===== src/xtea_pkg.sv =====
// Shared types, constants and the round function of the XTEA block cipher.
// Used by xtea_cell and xtea_block_cipher; depends on nothing else.
`default_nettype none

package xtea_pkg;

  localparam int unsigned CYCLES      = 32;
  localparam int unsigned HALF_ROUNDS = 2 * CYCLES;
  localparam int unsigned KEY_WORDS   = 4;
  localparam int unsigned KEY_IDX_W   = $clog2(KEY_WORDS);

  localparam logic [31:0] DELTA     = 32'h9E37_79B9;
  localparam logic [31:0] SUM_START = 32'h0000_0000;
  localparam logic [31:0] SUM_END   = 32'((64'(DELTA) * 64'(CYCLES)) & 64'hFFFF_FFFF);

  typedef enum logic {
    FUNC_ENC = 1'b0,
    FUNC_DEC = 1'b1
  } func_t;

  typedef logic [KEY_WORDS-1:0][31:0] key_set_t;

  typedef struct packed {
    logic        valid;
    func_t       func;
    logic [31:0] v0;
    logic [31:0] v1;
    logic [31:0] sum;
  } slot_t;

  function automatic logic [31:0] mix(input logic [31:0] v);
    mix = ((v << 4) ^ (v >> 5)) + v;
  endfunction

endpackage

`default_nettype wire


===== src/xtea_cell.sv =====
// One half-round cell of the XTEA chain: updates one half of the block and the round sum.
// Depends on xtea_pkg for the slot type, key set type and round function.
`default_nettype none

module xtea_cell (
  input  wire logic              clk,
  input  wire logic              rst_n,
  input  wire logic              en,
  input  wire logic              phase,
  input  wire xtea_pkg::key_set_t keys,
  input  wire xtea_pkg::slot_t   slot_in,
  output xtea_pkg::slot_t        slot_out
);

  logic                           valid_r;
  xtea_pkg::func_t                func_r;
  logic [31:0]                    v0_r;
  logic [31:0]                    v1_r;
  logic [31:0]                    sum_r;

  logic                           dec;
  logic                           to_v0;
  logic [31:0]                    src;
  logic [xtea_pkg::KEY_IDX_W-1:0] kidx;
  logic [31:0]                    f;
  logic [31:0]                    dst;
  logic [31:0]                    dst_nxt;
  logic [31:0]                    v0_nxt;
  logic [31:0]                    v1_nxt;
  logic [31:0]                    sum_nxt;

  // The first half of an encryption round and the second half of a decryption round
  // both update v0 from v1 with the key picked by the low sum bits.
  always_comb begin
    dec   = (slot_in.func == xtea_pkg::FUNC_DEC);
    to_v0 = (dec == phase);
    src   = to_v0 ? slot_in.v1 : slot_in.v0;
    dst   = to_v0 ? slot_in.v0 : slot_in.v1;
    kidx  = to_v0 ? slot_in.sum[xtea_pkg::KEY_IDX_W-1:0]
                  : slot_in.sum[11 +: xtea_pkg::KEY_IDX_W];
    f       = xtea_pkg::mix(src) ^ (slot_in.sum + keys[kidx]);
    dst_nxt = dec ? (dst - f) : (dst + f);
    v0_nxt  = to_v0 ? dst_nxt : slot_in.v0;
    v1_nxt  = to_v0 ? slot_in.v1 : dst_nxt;
    if (phase) begin
      sum_nxt = slot_in.sum;
    end else if (dec) begin
      sum_nxt = slot_in.sum - xtea_pkg::DELTA;
    end else begin
      sum_nxt = slot_in.sum + xtea_pkg::DELTA;
    end
  end

  always_ff @(posedge clk) begin
    if (!rst_n) begin
      valid_r <= 1'b0;
    end else if (en) begin
      valid_r <= slot_in.valid;
    end
  end

  always_ff @(posedge clk) begin
    if (en) begin
      func_r <= slot_in.func;
      v0_r   <= v0_nxt;
      v1_r   <= v1_nxt;
      sum_r  <= sum_nxt;
    end
  end

  assign slot_out = '{valid: valid_r, func: func_r, v0: v0_r, v1: v1_r, sum: sum_r};

endmodule

`default_nettype wire

===== config.mk =====
export PLATFORM = sky130hd
export DESIGN_NAME = xtea_cell
export DESIGN_NICKNAME = d
export VERILOG_FILES = /design/src/xtea_pkg.sv /design/src/xtea_cell.sv
export SDC_FILE = /design/constraint.sdc
export NUM_CORES = 1
export LEC_CHECK = 0
export ABC_AREA = 1
export BUFFER_PORTS_ARGS = -buffer_cell sky130_fd_sc_hd__buf_2
export CAP_MARGIN = 20
export CORE_UTILIZATION = 46
export CTS_CLUSTER_SIZE = 25
export DETAILED_ROUTE_END_ITERATION = 6
export PLACE_DENSITY = 0.72
export SYNTH_ARGS = -nofsm -noshare
export SYNTH_HDL_FRONTEND = slang
export SYNTH_SLANG_ARGS = --single-unit

===== constraint.sdc =====
create_clock -name clk -period 5.7 [get_ports clk]
set_input_delay 0.285 -clock clk [delete_from_list [all_inputs] [get_ports clk]]
set_output_delay 0.285 -clock clk [all_outputs]
set_load 0.02 [all_outputs]

==> metrics.yaml, run 1 <==
setup_path:
  crit_fanout: 7
  worstReg2RegStart: "valid_r"
  cpMostUsedCell: "nand2_2"
  crit_path_start_kind: "input port"
  endpoint_kind: "flop"
  r2r_cells: 2
  crit_type: "input port to flop"
  cp.arrival_ns: 5.72
  required_ns: 5.86
  regToRegEndpoint: "valid_r"
  crit_path_max_incr_delay_ns: 0.35
  rrSetupSlack_ns: 5.04
  slowest_stage: "o21ai_4"
place:
  gp_congestion: 1.01
  hpwl_um: 49900
  placedCellCount: 3601
  postPlaceCellArea_sq_um: 20300
  portBuffers: 327
min_path:
  hold_start: "slot_in[97]"
  hp-class: "input port to flop"
  hold_end: "valid_r"
  hold_depth: 3
drt:
  viasPerCell: 5.23
  antenna_left: 0
  drt-total-wl_um: 60700
  routedWlPerCell_um: 16.7
  drc: 0
  drt-initial-drc-count: 1444
  num_vias: 19049
  drt_pass1_iterations: 6
logic_synthesis:
  syn_area_sq_um: 14900
  synth_area_leaders: "nand2_1 21%, edfxtp_1 20%, ha_1 11%"
  synth_top_area_share: 0.211
  synth_most_common_cell: "nand2_1"
  synthArstFlopShare: 0
  netlist_top_cells_count: "839 x nand2_1, 336 x inv_1, 234 x nor2_1"
  synthCells: 2473
  syn_avg_cell_area_sq_um: 6.04
  seq_area_frac_synth: 0.196
  synthDistinctLibCells: 54
  synth_nets: 2837
  synth_top_flop_cell: "edfxtp_1"
  synth_top_area_cell: "nand2_1"
  ys_seq_elements: 98
  synth_edf_count: 97
  yosysWarnings: 0
final_layout:
  post-route-util: 0.689
  antenna_cells: 0
  drive_gt1_frac: 0.330
  finalInstanceArea_sq_um: 21800
  nets: 3598
  syn_to_final_growth_pct: 46.3
  stdcell_count: 3641
timing:
  layout_min_cycle_time_ns: 5.56
  clock.fmax_ghz: 0.180
  post-route-period-util: 0.976
  setup_viol: 0
  maxSlewViolCount: 0
  fin_setup_tns_ns: 0
  grt_setup_unrepaired: "yes"
  finalHoldViolCount: 0
  fin_skew_ns: 0
  worstMarginPinSlew_ns: 0.860
  slew_headroom: 0.426
floorplanning:
  fp.dieArea_sq_um: 33200
  core-area_sq_um: 31700
  io_pins: 328
  start_util: 0.471
  die_w_um: 182
  rows: 65
  die_h_um: 182
power_and_ir_drop:
  p_total_mw: 9.15
  powerDensity_nw_per_um2: 419
  vdd_drop_max_v: 0.000337
  leakage_nw: 11.9
global_routing:
  track_usage: 0.352
  antenna_found_initial: 0
  grt_max_degree: 67
  grt_pass1_vias: 17801
  grt_pass1_wl_um: 91400
  overflow: 0
clock_tree:
  cts_root_buffer: "clkbuf_16"
  cts_sinks: 98
  cts_max_level: 3
  cts_buffers: 9
  path_clk_slew_ns: 0.08
  cts_buffer_depth: 2
  cts_tree: "done"
  clk_latency_ns: 0.39
outcome:
  status: "complete, no violations"
run:
  cap_violations: 0
[cell type report]
type / count / area (sq um)
timing repair buffer: 802 / 5420
sequential: 98 / 2930
multi-input combinational: 1983 / 11400
clock inverter: 7 / 92.6
tap: 402 / 503
inverter: 340 / 1280
clock buffer: 9 / 225
fill: 2873 / 9880
[what timing repair did]
action,4_1_cts,5_1_grt
endpoints found under the hold margin,0,0
gates cloned,0,4
setup endpoints to repair,14,30
setup buffers,0,20
gates resized for setup,5,245
hold buffers,0,0
pin swaps,0,47
[logic make-up (layout without fill, tap and decap cells)]
| group | after synthesis | after routing | synth area share |
|---|---|---|---|
| mux | 1 | 1 | 0.000671 |
| xor+xnor | 113 | 113 | 0.0668 |
| flops | 98 | 98 | 0.196 |
| fa+ha+maj | 134 | 134 | 0.114 |
| buf+inv | 392 | 1158 | 0.100 |
| compound gates | 385 | 385 | 0.148 |
| simple gates | 1350 | 1350 | 0.374 |
[critical path: cells and delay by family]
kind                     cells  cell delay, ns
buffers and inverters       12            1.28
AND/OR/NAND/NOR             22            2.22
XOR/XNOR                     2            0.33
AO/OA/AOI/OAI                6            1.11
adder cells (fa/ha/maj)      2            0.47
[how the worst max path moves through the flow]
| stage | cells past startpoint | slack, ns | end | from |
|---|---|---|---|---|
| 6_report | 44 | 0.14 | v1_r[28] | slot_in[96] |
| 5_1_grt | 41 | -0.1 | v0_r[31] | slot_in[96] |
| 4_1_cts | 42 | 0.008 | v1_r[28] | slot_in[96] |
| 3_5_place_dp | 33 | -0.59 | v1_r[27] | slot_in[96] |
| 3_3_place_gp | 33 | -0.67 | v1_r[28] | slot_in[96] |
| 2_1_floorplan | 33 | 0.23 | v1_r[26] | slot_in[96] |
[registers in the layout, summed over array words and instances (netlist names)]
name / cells
sum_r: 32
v0_r: 32
v1_r: 32
func_r: 1
valid_r: 1
[through the flow]
step | hold slack (ns) | worst slack (ns)
final | 0.126 | 0.135
after global routing | 0.128 | -0.0990
after CTS | 0.113 | 0.00814
after detailed placement | 0.533 | -0.587
after global placement | 0.515 | -0.669
after floorplan | 0.378 | 0.229
[placed cells by master (no fill, tap or decap), types with 12 or more instances in the layout]
| cell type | netlist | final |
|---|---|---|
| nand2_1 | 839 | 798 |
| buf_4 | 3 | 454 |
| inv_1 | 336 | 331 |
| buf_2 | 2 | 326 |
| nor2_1 | 234 | 192 |
| nand3_1 | 160 | 146 |
| o21ai_0 | 137 | 120 |
| a21oi_1 | 134 | 113 |
| ha_1 | 130 | 111 |
| edfxtp_1 | 97 | 97 |
| xor2_1 | 67 | 62 |
| nand2_2 | 10 | 49 |
| xnor2_1 | 45 | 43 |
| nor2_2 | 4 | 40 |
| or2_2 | 33 | 32 |
| o21ai_1 | 20 | 29 |
| a21oi_2 | 1 | 22 |
| nand3_2 | 7 | 21 |
| nand4_1 | 18 | 18 |
| o211ai_1 | 15 | 15 |
| nor3_1 | 19 | 14 |
| ha_4 | 0 | 14 |
| o31ai_1 | 16 | 13 |
| clkbuf_16 | 0 | 13 |
| o32ai_2 | 0 | 12 |
[per-layer routing]
metal | track usage | up-vias | routed length (um)
met2 | 0.600 | 596 | 28600
met1 | 0.474 | 8794 | 27400
met4 | 0.0840 | 0 | 1130
met5 | 0 | - | 0
li1 | - | 9580 | -
met3 | 0.0409 | 79 | 3520
[where the power goes]
group	total, mW	internal, mW	switching (mW)
Combinational	7.28	3.26	4.01
Clock	0.709	0.353	0.356
Sequential	1.16	1.11	0.0515
Total	9.15	4.73	4.42
Power figures use the tool's default switching activity.
==> run 2, diff against run 1 <==
--- a/config.mk
+++ b/config.mk
@@ -6,12 +6,12 @@
 export NUM_CORES = 1
 export LEC_CHECK = 0
 export ABC_AREA = 1
-export BUFFER_PORTS_ARGS = -buffer_cell sky130_fd_sc_hd__buf_2
 export CAP_MARGIN = 20
 export CORE_UTILIZATION = 46
 export CTS_CLUSTER_SIZE = 25
 export DETAILED_ROUTE_END_ITERATION = 6
-export PLACE_DENSITY = 0.72
+export DONT_BUFFER_PORTS = 1
+export PLACE_DENSITY = 0.63
 export SYNTH_ARGS = -nofsm -noshare
 export SYNTH_HDL_FRONTEND = slang
 export SYNTH_SLANG_ARGS = --single-unit
==> run 2 against run 1 <==
Net effect: core utilization decreased by 8.3 points; critical path depth decreased by 3; critical path type unchanged; clock power decreased by 12%; register-to-register slack got worse by 0.11 ns; highest routed layer unchanged.
==> metrics.yaml, run 2 (same netlist as run 1, synthesis figures left out) <==
place:
  hpwl_um: 45900  # -8.1%
  portBuffers: 0  # -100%
  gp_congestion: 0.945  # -6.2%
  postPlaceCellArea_sq_um: 18300  # -9.7%
  dpl_worst_slack_ns: -0.321  # +0.266 ns
final_layout:
  final_common_cell: "nand2_1"
  fillers: 3152  # +9.7%
  top_regs: "sum_r (32), v0_r (32), v1_r (32)"
  layout_common_cells: "827 x nand2_1, 403 x buf_4, 335 x inv_1"
  antenna_cells: 0  # unchanged
  nets: 3217  # -11%
  finalInstanceArea_sq_um: 19200  # -12%
  syn_to_final_growth_pct: 28.7
  drive_gt1_frac: 0.205  # -0.125
  post-route-util: 0.606  # -0.0831
min_path:
  hold_depth: 0  # -3
  hp-class: "input port to flop"
  hold_start: "en"
  hold_end: "v1_r[29]"
floorplanning:
  fp.dieArea_sq_um: 33200  # unchanged
  die_w_um: 182  # unchanged
  core-area_sq_um: 31700  # unchanged
  rows: 65  # unchanged
  start_util: 0.471  # unchanged
  die_h_um: 182  # unchanged
  io_pins: 328  # unchanged
setup_path:
  required_ns: 5.83  # -0.03 ns
  crit_path_start_kind: "input port"
  cp.arrival_ns: 5.54  # -0.18 ns
  cp-startpoint: "slot_in[96]"
  slowest_stage: "ha_1"
  crit_type: "input port to flop"
  crit_path_max_incr_delay_ns: 0.37  # +0.02 ns
  regToRegEndpoint: "valid_r"
  rrSetupSlack_ns: 4.93  # -0.11 ns
  worstReg2RegStart: "valid_r"
  r2r_cells: 2  # unchanged
  cpMostUsedCell: "nand2_1"
  crit_fanout: 26  # +19
  endpoint_kind: "flop"
timing:
  slew_headroom: 0.505  # +0.0785
  holdWs_ns: 0.0221  # -0.104 ns
  layout_min_cycle_time_ns: 5.41  # -0.153 ns
  setup_viol: 0  # unchanged
  clock.fmax_ghz: 0.185  # +2.8%
  grt_setup_unrepaired: "yes"
  fin_skew_ns: 0  # unchanged
  fin_ws_ns: 0.288  # +0.153 ns
  worstMarginPinSlew_ns: 0.738  # -0.123 ns
  post-route-period-util: 0.949  # -0.0268
  maxSlewViolCount: 0  # unchanged
  finalHoldViolCount: 0  # unchanged
run:
  cap_violations: 0  # unchanged
power_and_ir_drop:
  powerDensity_nw_per_um2: 434  # +3.6%
  leakage_nw: 10.2  # -14%
  vdd_drop_max_v: 0.000314  # -6.8%
clock_tree:
  cts_max_level: 3  # unchanged
  path_clk_slew_ns: 0.08  # about the same
  cts_sinks: 98  # unchanged
  cts_tree: "done"
  clk_latency_ns: 0.38  # about the same
  cts_root_buffer: "clkbuf_16"
  cts_buffer_depth: 2  # unchanged
  cts_buffers: 9  # unchanged
drt:
  drt-total-wl_um: 54300  # -11%
  viasPerCell: 5.27  # +0.65%
  drc: 0  # unchanged
  num_vias: 17166  # -9.9%
  antenna_left: 0  # unchanged
  drt-initial-drc-count: 1330  # -7.9%
  routedWlPerCell_um: 16.7  # about the same
  drt_pass1_iterations: 5  # -1
global_routing:
  antenna_found_initial: 0  # unchanged
  grt_max_degree: 93  # +39%
  grt_pass1_wl_um: 83900  # -8.3%
  grt_pass1_vias: 16199  # -9.0%
  overflow: 0  # unchanged
  track_usage: 0.323  # -0.0290
outcome:
  status: "complete, no violations"
[run 2: cell type report]
cell class                      instances  area [sq um]  share of cell area
Multi-Input combinational cell       1983         10900               0.569
Timing Repair Buffer                  421          3280               0.171
Sequential cell                        98          2930               0.153
Inverter                              340          1280              0.0666
Tap cell                              402           503              0.0262
Clock buffer                            9           225              0.0117
Clock inverter                          7          61.3             0.00319
[run 2: how the worst max path moves through the flow]
stage	end	slack (ns)	depth (start not counted)
2_1_floorplan	v1_r[26]	0.23	33
3_3_place_gp	v1_r[27]	-0.22	34
3_5_place_dp	v1_r[27]	-0.32	35
4_1_cts	v1_r[27]	0.06	35
5_1_grt	v1_r[27]	-0.13	39
6_report	v1_r[26]	0.29	41
[run 2: timing repair]
action / in CTS / in global routing
setup buffers: 0 / 16
gates resized for setup: 0 / 116
hold buffers: 3 / 1
hold endpoints to repair: 5 / 5
setup endpoints to repair: 0 / 24
[run 2: critical path: cells and delay by family]
kind,cells,cell delay [ns]
compound gates,9,1.26
simple gates,21,2.27
buf+inv,8,0.80
fa+ha+maj,2,0.69
xor+xnor,1,0.21
[run 2: where the power goes]
group | switching, mW | leakage (nW) | internal [mW]
Combinational | 3.40 | 9.10 | 2.81
Sequential | 0.358 | 0.955 | 1.13
Clock | 0.323 | 0.141 | 0.305
Total | 4.09 | 10.2 | 4.25
[run 2: routing by layer]
| metal | global-route usage | routed length, um | up-vias |
|---|---|---|---|
| met5 | 0 | 0 | - |
| met4 | 0.0803 | 1070 | 0 |
| met3 | 0.0577 | 3370 | 59 |
| met2 | 0.536 | 24800 | 505 |
| met1 | 0.433 | 25100 | 7783 |
| li1 | - | - | 8819 |
[run 2: through the flow]
stage | TNS, ns | instances | total power, mW
after CTS | 0 | 3243 | 7.98
after global routing | -0.757 | 3260 | 9.03
after floorplan | 0 | 2473 | 4.72
after detailed placement | -3.61 | 3224 | 7.31
final | 0 | 3260 | 8.34
after global placement | -2.23 | 3224 | 7.23
==> run 3, diff against run 2 <==
==> constraint.sdc (replaced) <==
create_clock -name clk -period 5.7 [get_ports clk]
set_input_delay 0.855 -clock clk [delete_from_list [all_inputs] [get_ports clk]]
set_output_delay 0.855 -clock clk [all_outputs]
set_load 0.02 [all_outputs]
==> run 3 against run 2 <==
Net effect: clock power up 4.9%; via count up 3.6%; the flow now finishes with violations (setup timing); worst hold slack better by 0.56 ns; largest power group unchanged.
==> metrics.yaml, run 3 (same netlist as run 1, synthesis figures left out) <==
drt:
  antenna_left: 0  # unchanged
  drt_pass1_iterations: 5  # unchanged
  num_vias: 17784  # +3.6%
  drt-initial-drc-count: 1355  # +1.9%
  viasPerCell: 5.37  # +2.0%
  drc: 0  # unchanged
  drt-total-wl_um: 58000  # +6.7%
  routedWlPerCell_um: 17.5  # +5.1%
setup_path:
  path_buf_inv: 12  # +4
  cpMostUsedCell: "nand2_1"
  cp.arrival_ns: 5.94  # +0.40 ns
  path_delay_family: "simple AND/OR/NAND/NOR gates"
  required_ns: 5.84  # about the same
  endpoint_kind: "flop"
  crit_type: "input port to flop"
  slowest_stage: "ha_1"
  crit_path_max_incr_delay_ns: 0.38  # about the same
  crit_path_start_kind: "input port"
  crit_fanout: 41  # +58%
timing:
  clock.fmax_ghz: 0.172  # -6.8%
  worstMarginPinSlew_ns: 0.686  # -0.0520 ns
  finalHoldViolCount: 0  # unchanged
  fin_skew_ns: 0  # unchanged
  slew_headroom: 0.538  # +0.0332
  setup_viol: 14  # +14
  post-route-period-util: 1.02  # +0.0689
  grt_setup_unrepaired: "yes"
  layout_min_cycle_time_ns: 5.80  # +0.393 ns
  fin_ws_ns: -0.105  # -0.393 ns
  maxSlewViolCount: 0  # unchanged
floorplanning:
  die_w_um: 182  # unchanged
  rows: 65  # unchanged
  core-area_sq_um: 31700  # unchanged
  die_h_um: 182  # unchanged
  start_util: 0.471  # unchanged
  fp.dieArea_sq_um: 33200  # unchanged
  io_pins: 328  # unchanged
global_routing:
  track_usage: 0.331  # +0.00782
  grt_max_degree: 100  # +7.5%
  overflow: 0  # unchanged
  grt_pass1_vias: 16291  # +0.57%
  grt_pass1_wl_um: 85700  # +2.2%
  antenna_found_initial: 0  # unchanged
clock_tree:
  cts_root_buffer: "clkbuf_16"
  cts_tree: "done"
  cts_buffer_depth: 2  # unchanged
  clk_latency_ns: 0.38  # about the same
  cts_buffers: 9  # unchanged
  cts_sinks: 98  # unchanged
  path_clk_slew_ns: 0.08  # about the same
  cts_max_level: 3  # unchanged
final_layout:
  top_regs: "sum_r (32), v0_r (32), v1_r (32)"
  fillers: 3005  # -4.7%
  syn_to_final_growth_pct: 36.0
  regArea_sq_um: 2930  # unchanged
  post-route-util: 0.640  # +0.0343
  nets: 3267  # +1.6%
  layout_common_cells: "790 x nand2_1, 449 x buf_4, 329 x inv_1"
  multi_input_area_sq_um: 11500  # +5.4%
  antenna_cells: 0  # unchanged
  drive_gt1_frac: 0.260  # +0.0553
  final_common_cell: "nand2_1"
power_and_ir_drop:
  vdd_drop_max_v: 0.000309  # -1.8%
  leakage_nw: 10.6  # +3.7%
  internal_power_mw: 4.61  # +8.3%
  swShare: 0.489  # -0.00135
  clkPwrFrac: 0.073  # -0.002
  switchingPower_mw: 4.40  # +7.7%
  seqPwrFrac: 0.166  # -0.013
  powerDensity_nw_per_um2: 444  # +2.2%
  pwr-share-comb: 0.761  # +0.015
outcome:
  status: "finished, violations left"
  violations: "setup timing"
run:
  cap_violations: 0  # unchanged
place:
  gp_congestion: 0.958  # +1.3%
  portBuffers: 0  # unchanged
  hpwl_um: 46500  # +1.4%
  dpl_worst_slack_ns: -0.668  # -0.346 ns
min_path:
  hp-class: "input port to flop"
## run 3: cell count changes in the layout (fill, tap and decap cells not counted), moves of 11 or more
| cell | delta |
|---|---|
| nand2_1 | -37 |
| a21oi_1 | -14 |
| a21oi_2 | +12 |
| ha_1 | -15 |
| nor2_1 | -11 |
| buf_4 | +46 |
| ha_4 | +11 |
| nand2_2 | +33 |
## run 3: timing repair
item                                    CTS  global route
hold buffers                              0             0
endpoints found under the setup margin   17            38
pin swaps                                23            59
resized for setup                        59           198
cloned                                    1             4
setup buffers                            14            32
## run 3: routing by layer
layer	global-route usage	routed length, um	vias to the layer above
li1	-	-	8913
met1	0.446	26500	8163
met2	0.546	26200	623
met3	0.0511	3700	85
met4	0.0948	1590	0
met5	0	0	-
## run 3: worst register-to-register path, stage by stage (launching register included)
cell and delay, ns:
dfxtp_1 0.45, o21ai_0 0.12, a21oi_1 0.11
## run 3: final timing paths
| kind | start | end | slack [ns] | cells after the start |
|---|---|---|---|---|
| setup reg to reg | valid_r | valid_r | 4.96 | 2 |
| setup / recovery | phase | v0_r[31] | -0.10 | 42 |
| hold reg to reg | valid_r | valid_r | 0.64 | 2 |
| hold / removal | en | v1_r[25] | 0.59 | 0 |
## run 3: cell type report
type,instances,share of cell area
Inverter,340,0.0633
Tap cell,402,0.0248
Clock inverter,7,0.00321
Timing Repair Buffer,470,0.186
Multi-Input combinational cell,1983,0.567
Sequential cell,98,0.145
Timing Repair inverter,1,0.000308
Clock buffer,9,0.0111
## run 3: stage by stage
stage | instance area (sq um) | total power [mW] | hold slack [ns] | instances | TNS, ns
2_1_floorplan | 15000 | 4.76 | 0.502 | 2473 | 0
3_3_place_gp | 18500 | 7.34 | 0.618 | 3244 | -10.61
3_5_place_dp | 18500 | 7.41 | 0.623 | 3244 | -12.49
4_1_cts | 19200 | 8.23 | 0.573 | 3275 | -0.429
5_1_grt | 20300 | 9.65 | 0.573 | 3310 | -9.62
6_report | 20300 | 9.01 | 0.587 | 3310 | -1.16
## run 3: power by group through the flow
stage / logic, mW / clock network, mW / registers [mW]
4_1_cts: 6.06 / 0.665 / 1.50
2_1_floorplan: 3.29 / 0 / 1.47
6_report: 6.86 / 0.658 / 1.50
5_1_grt: 7.46 / 0.681 / 1.51
3_5_place_dp: 5.90 / 0 / 1.51
3_3_place_gp: 5.83 / 0 / 1.51
